`src/evrs_pkg.sv`:
```
`default_nettype none
package evrs_pkg;

    localparam int MAX_ROWS     = 4096;
    localparam int MAX_COLS     = 16;
    localparam int MAX_PER_SIDE = 64;
    localparam int VALUE_W      = 32;
    localparam int ROW_W        = 12;
    localparam int COL_W        = 4;
    localparam int CNT_W        = 13;
    localparam int PCOL_W       = 5;
    localparam int PS_W         = 7;
    localparam int SLOT_W       = 6;
    localparam int SLOT_AW      = COL_W + SLOT_W;
    localparam int MAP_BITS     = 64;
    localparam int MAP_BIT_W    = 6;
    localparam int MAP_AW       = ROW_W - MAP_BIT_W;
    localparam int MAP_DEPTH    = MAX_ROWS / MAP_BITS;
    localparam int DIV_STEPS    = CNT_W;
    localparam int DIV_W        = PCOL_W + 1;

    localparam logic [1:0] REG_ROW_COUNT   = 2'd0;
    localparam logic [1:0] REG_COLUMN_COUNT = 2'd1;
    localparam logic [1:0] REG_TARGET_COUNT = 2'd2;
    localparam logic [1:0] REG_SKIP_FIRST   = 2'd3;

    localparam logic KIND_ELEMENT = 1'b0;
    localparam logic KIND_FETCH   = 1'b1;

    typedef struct packed {
        logic signed [VALUE_W-1:0] value;
        logic [ROW_W-1:0]          row;
    } entry_t;

    // Lowest set bit of a map word.
    function automatic logic [MAP_BIT_W-1:0] lowest_set(input logic [MAP_BITS-1:0] w);
        logic [MAP_BIT_W-1:0] idx;
        idx = '0;
        for (int i = MAP_BITS - 1; i >= 0; i--) begin
            if (w[i]) idx = MAP_BIT_W'(i);
        end
        return idx;
    endfunction

endpackage
`default_nettype wire

```
`src/evrs_div.sv`:
```
`default_nettype none
module evrs_div (
    input  wire logic                      aclk,
    input  wire logic                      aresetn,
    input  wire logic                      start,
    input  wire logic [evrs_pkg::CNT_W-1:0] dividend,
    input  wire logic [evrs_pkg::DIV_W-1:0] divisor,
    output logic                           done,
    output logic [evrs_pkg::CNT_W-1:0]     quotient
);
    import evrs_pkg::*;

    logic              busy_reg;
    logic [3:0]        step_reg;
    logic [CNT_W-1:0]  dvd_reg;
    logic [DIV_W-1:0]  dsr_reg;
    logic [DIV_W-1:0]  rem_reg;
    logic [DIV_W:0]    trial;

    // One quotient bit per cycle, restoring.
    assign trial = {rem_reg, dvd_reg[CNT_W-1]};

    always_ff @(posedge aclk) begin
        if (!aresetn) begin
            busy_reg <= 1'b0;
            done     <= 1'b0;
            step_reg <= '0;
        end else begin
            done <= 1'b0;
            if (start) begin
                busy_reg <= 1'b1;
                step_reg <= '0;
                dvd_reg  <= dividend;
                dsr_reg  <= divisor;
                rem_reg  <= '0;
                quotient <= '0;
            end else if (busy_reg) begin
                dvd_reg <= {dvd_reg[CNT_W-2:0], 1'b0};
                if (trial >= {1'b0, dsr_reg}) begin
                    rem_reg  <= DIV_W'(trial - {1'b0, dsr_reg});
                    quotient <= {quotient[CNT_W-2:0], 1'b1};
                end else begin
                    rem_reg  <= trial[DIV_W-1:0];
                    quotient <= {quotient[CNT_W-2:0], 1'b0};
                end
                if (step_reg == 4'(DIV_STEPS - 1)) begin
                    busy_reg <= 1'b0;
                    done     <= 1'b1;
                end
                step_reg <= step_reg + 4'd1;
            end
        end
    end
endmodule
`default_nettype wire

```
`config.mk`:
```
export PLATFORM = sky130hd
export DESIGN_NAME = evrs_div
export DESIGN_NICKNAME = d
export VERILOG_FILES = /design/src/evrs_pkg.sv /design/src/evrs_div.sv
export SDC_FILE = /design/constraint.sdc
export NUM_CORES = 1
export LEC_CHECK = 0
export ABC_AREA = 1
export BUFFER_PORTS_ARGS = -buffer_cell sky130_fd_sc_hd__buf_4
export CORE_MARGIN = 5
export CORE_UTILIZATION = 45
export CTS_CLUSTER_DIAMETER = 40
export CTS_CLUSTER_SIZE = 20
export DETAILED_ROUTE_END_ITERATION = 8
export PLACE_DENSITY = 0.66
export SLEW_MARGIN = 25
export SYNTH_ARGS = -nofsm -noshare
export SYNTH_HDL_FRONTEND = slang
export SYNTH_SLANG_ARGS = --single-unit
```
`constraint.sdc`:
```
create_clock -name aclk -period 2.4 [get_ports aclk]
set_clock_uncertainty 0.1 [all_clocks]
set_input_delay 0.36 -clock aclk [delete_from_list [all_inputs] [get_ports aclk]]
set_output_delay 0.36 -clock aclk [all_outputs]
set_load 0.02 [all_outputs]
```
==> reports/qor.tcl <==
set qor(outcome) {complete, no violations}
set qor(timing_worst_slew_pin_value_ns) 0.596
set qor(clk_latency_ns) 0.29
set qor(gpl.final_weighted_congestion) 0.753
set qor(synth_enable_flop_cells) 38
set qor(top_level_ports) 36
set qor(finalHoldWorstSlack_ns) 0.136
set qor(grt_start_max_net_pins) 34
set qor(slew_viol_final) 0
set qor(multi_input_comb_area_um2) 684
set qor(synth_top_area_cell) {sky130_fd_sc_hd__edfxtp_1}
set qor(critical_path_source_type) {flop}
set qor(cts.reportedPaths.clkPinSlew_ns) 0.09
set qor(worst_hold_path_class) {in -> reg}
set qor(floorplan_die_height_um) 78.7
set qor(drv.max_cap_violation_count) 0
set qor(drive_gt1_share_pct) 18.9
set qor(post_dp_cell_area_um2) 2440
set qor(area_enclosed_by_the_die_boundary_um2) 6190
set qor(finalSetupTns_ns) 0
set qor(synth_top_cells_by_area) {sky130_fd_sc_hd__edfxtp_1, sky130_fd_sc_hd__nand2_1, sky130_fd_sc_hd__inv_1, sky130_fd_sc_hd__dfxtp_1, sky130_fd_sc_hd__ha_1}
set qor(num_cts_buffers) 5
set qor(antenna_cells_inserted) 0
set qor(syn-cell-area_um2) 2120
set qor(post_cts.resized_instances) 0
set qor(ant_nets) 0
set qor(power_density_cells_nw_per_um2) 722
set qor(floorplan.core_area_um2) 4660
set qor(cts_hold_repair.buffers) 0
set qor(grt_pass1_vias) 1347
set qor(cp_data_arrival_time_ns) 1.82
set qor(nets) 295
set qor(grt_pass1_wl_um) 5930
set qor(cts_htree_levels) 2
set qor(initial_core_utilization_pct) 45.6
set qor(rows) 25
set qor(layoutNonFillerInstCount) 318
set qor(place_hpwl_um) 2580
set qor(portBuffers) 35
set qor(final.fill_count) 445
set qor(synth_top_area_share_pct) 53.7
set qor(min_period_ns) 1.86
set qor(post-place-cells) 310
set qor(area.growth.synth_to_final_pct) 20.0
set qor(synth-seq-area-share_pct) 59.4
set qor(post_layout_instance_area_um2) 2550
set qor(syn-mean-instance-area_um2) 9.44
set qor(drt_drc_violations_left) 0
set qor(die_w_um) 78.7
set qor(ys_dominant_reg_cell) {sky130_fd_sc_hd__edfxtp_1}
set qor(firstDrtPassIters) 4
set qor(share_of_flip_flops_with_an_asynchronous_set_or_reset_after_synthesis_pct) 0
set qor(avgViaCountPerCell) 4.62
set qor(post_drt_wl_per_cell_um) 11.1
set qor(worst_slew_margin_rel_pct) 60.2
set qor(critical_path.endpoint_type) {flop}
set qor(vdd_drop_max_v) 0.000339
set qor(tritoncts) {done}
set qor(max_clock_freq_ghz) 0.536
set qor(via_count) 1469
set qor(grt_antenna_before_repair) 0
set qor(yosysUniqueCellTypes) 27
set qor(most_numerous_cell_types_in_the_synthesized_netlist) {sky130_fd_sc_hd__nand2_1, sky130_fd_sc_hd__inv_1, sky130_fd_sc_hd__edfxtp_1}
set qor(synth_most_common_cell) {sky130_fd_sc_hd__nand2_1}
set qor(post_cts_buffers) 0
set qor(regArea_um2) 1260
set qor(globalRouteOverflowTotal) 0
set qor(totalPowerFinal_w) 0.00184
set qor(netlist_instances) 225
set qor(root_buffer_cell) {sky130_fd_sc_hd__clkbuf_8}
set qor(groute.usage.overall_pct) 12.4
set qor(fin_crit_sh_pct) 77.7
set qor(route.final.wire_length_um) 3530
set qor(synth.net_count) 257
set qor(cp_data_required_time_ns) 2.35
set qor(unrepaired_setup_endpoints_after_global_routing) {false}
set qor(first_iter_violations) 70
set qor(ys.warnings.count) 0
set qor(setup_viol_count_final) 0
set qor(path_max_fanout) 7
set qor(cts_num_sinks) 44
set qor(static-leakage-power_nw) 1.24
set qor(ys_ff_latch) 44
set qor(finalHoldViolCount) 0
set qor(cts_buffer_depth) 2
set qor(setup.worst_path.class) {reg -> reg}
## metal layers
metal | track usage [%] | vias up | part of all wire [%]
met5 | 0 | - | 0
met4 | 4.72 | 0 | 1.6
met3 | 4.20 | 6 | 5.1
met2 | 19.2 | 24 | 46
met1 | 16.0 | 659 | 47
li1 | - | 780 | -
## final cells by class
type                    count  share of cell area, %
multi-input cells         135                   26.9
repair buffers             36                   10.6
flip-flops and latches     44                   49.5
well taps                  54                   2.65
inverters                  41                   6.04
clock inverters             3                   1.67
clock buffers               5                   2.70
## power by group
group          total (W)  internal, W  switching (W)
combinational   0.000344     0.000138       0.000206
sequential      0.000941     0.000913      0.0000288
clock           0.000554     0.000308       0.000246
total            0.00184      0.00136       0.000481
## placed cells by master, fill, tap and decap left out, drive strengths merged
cell type	instances
clkbuf	5
nor3	2
edfxtp	38
clkinvlp	1
clkinv	1
nand4	2
nand2	69
nor3b	2
buf	36
or2	1
nor2	30
inv	41
fa	1
xor2	1
bufinv	1
ha	9
a31oi	1
xnor2	1
o21a	1
dfxtp	6
nand3	10
a21oi	3
nand3b	2
## path summary, 6_finish.rpt
path,start,to,slack (ns),cells past startpoint
setup / recovery,rem_reg[3],rem_reg[5],0.54,9
hold / removal,divisor[5],dsr_reg[5],0.14,1
setup reg to reg,rem_reg[3],rem_reg[5],0.54,9
hold reg to reg,step_reg[3],done,0.41,2
## worst max-delay path: stages (launching register included)
cell	delay (ns)
sky130_fd_sc_hd__edfxtp_1	0.40
sky130_fd_sc_hd__ha_1	0.35
sky130_fd_sc_hd__nand2_1	0.08
sky130_fd_sc_hd__nand2_1	0.08
sky130_fd_sc_hd__a21oi_1	0.23
sky130_fd_sc_hd__nand3_4	0.16
sky130_fd_sc_hd__nand2_2	0.09
sky130_fd_sc_hd__nand2_1	0.06
sky130_fd_sc_hd__nand2_1	0.05
sky130_fd_sc_hd__inv_1	0.03
## per-stage QoR
stage          worst slack [ns]  util, %
2_1_floorplan             0.595        -
3_3_place_gp              0.567     52.3
3_5_place_dp              0.544     52.3
4_1_cts                   0.535     54.7
5_1_grt                   0.403     54.7
6_report                  0.535     54.7
## cells by family after synthesis
group | synth area share, %
AOI/OAI and AO/OA | 1.36
and+or+nand+nor | 23.8
xor gates and xnor gates | 0.825
buffers and inverters | 8.37
adders and majority gates | 6.25
DFF | 59.4
Note: power is estimated with default switching activity, not from simulation.
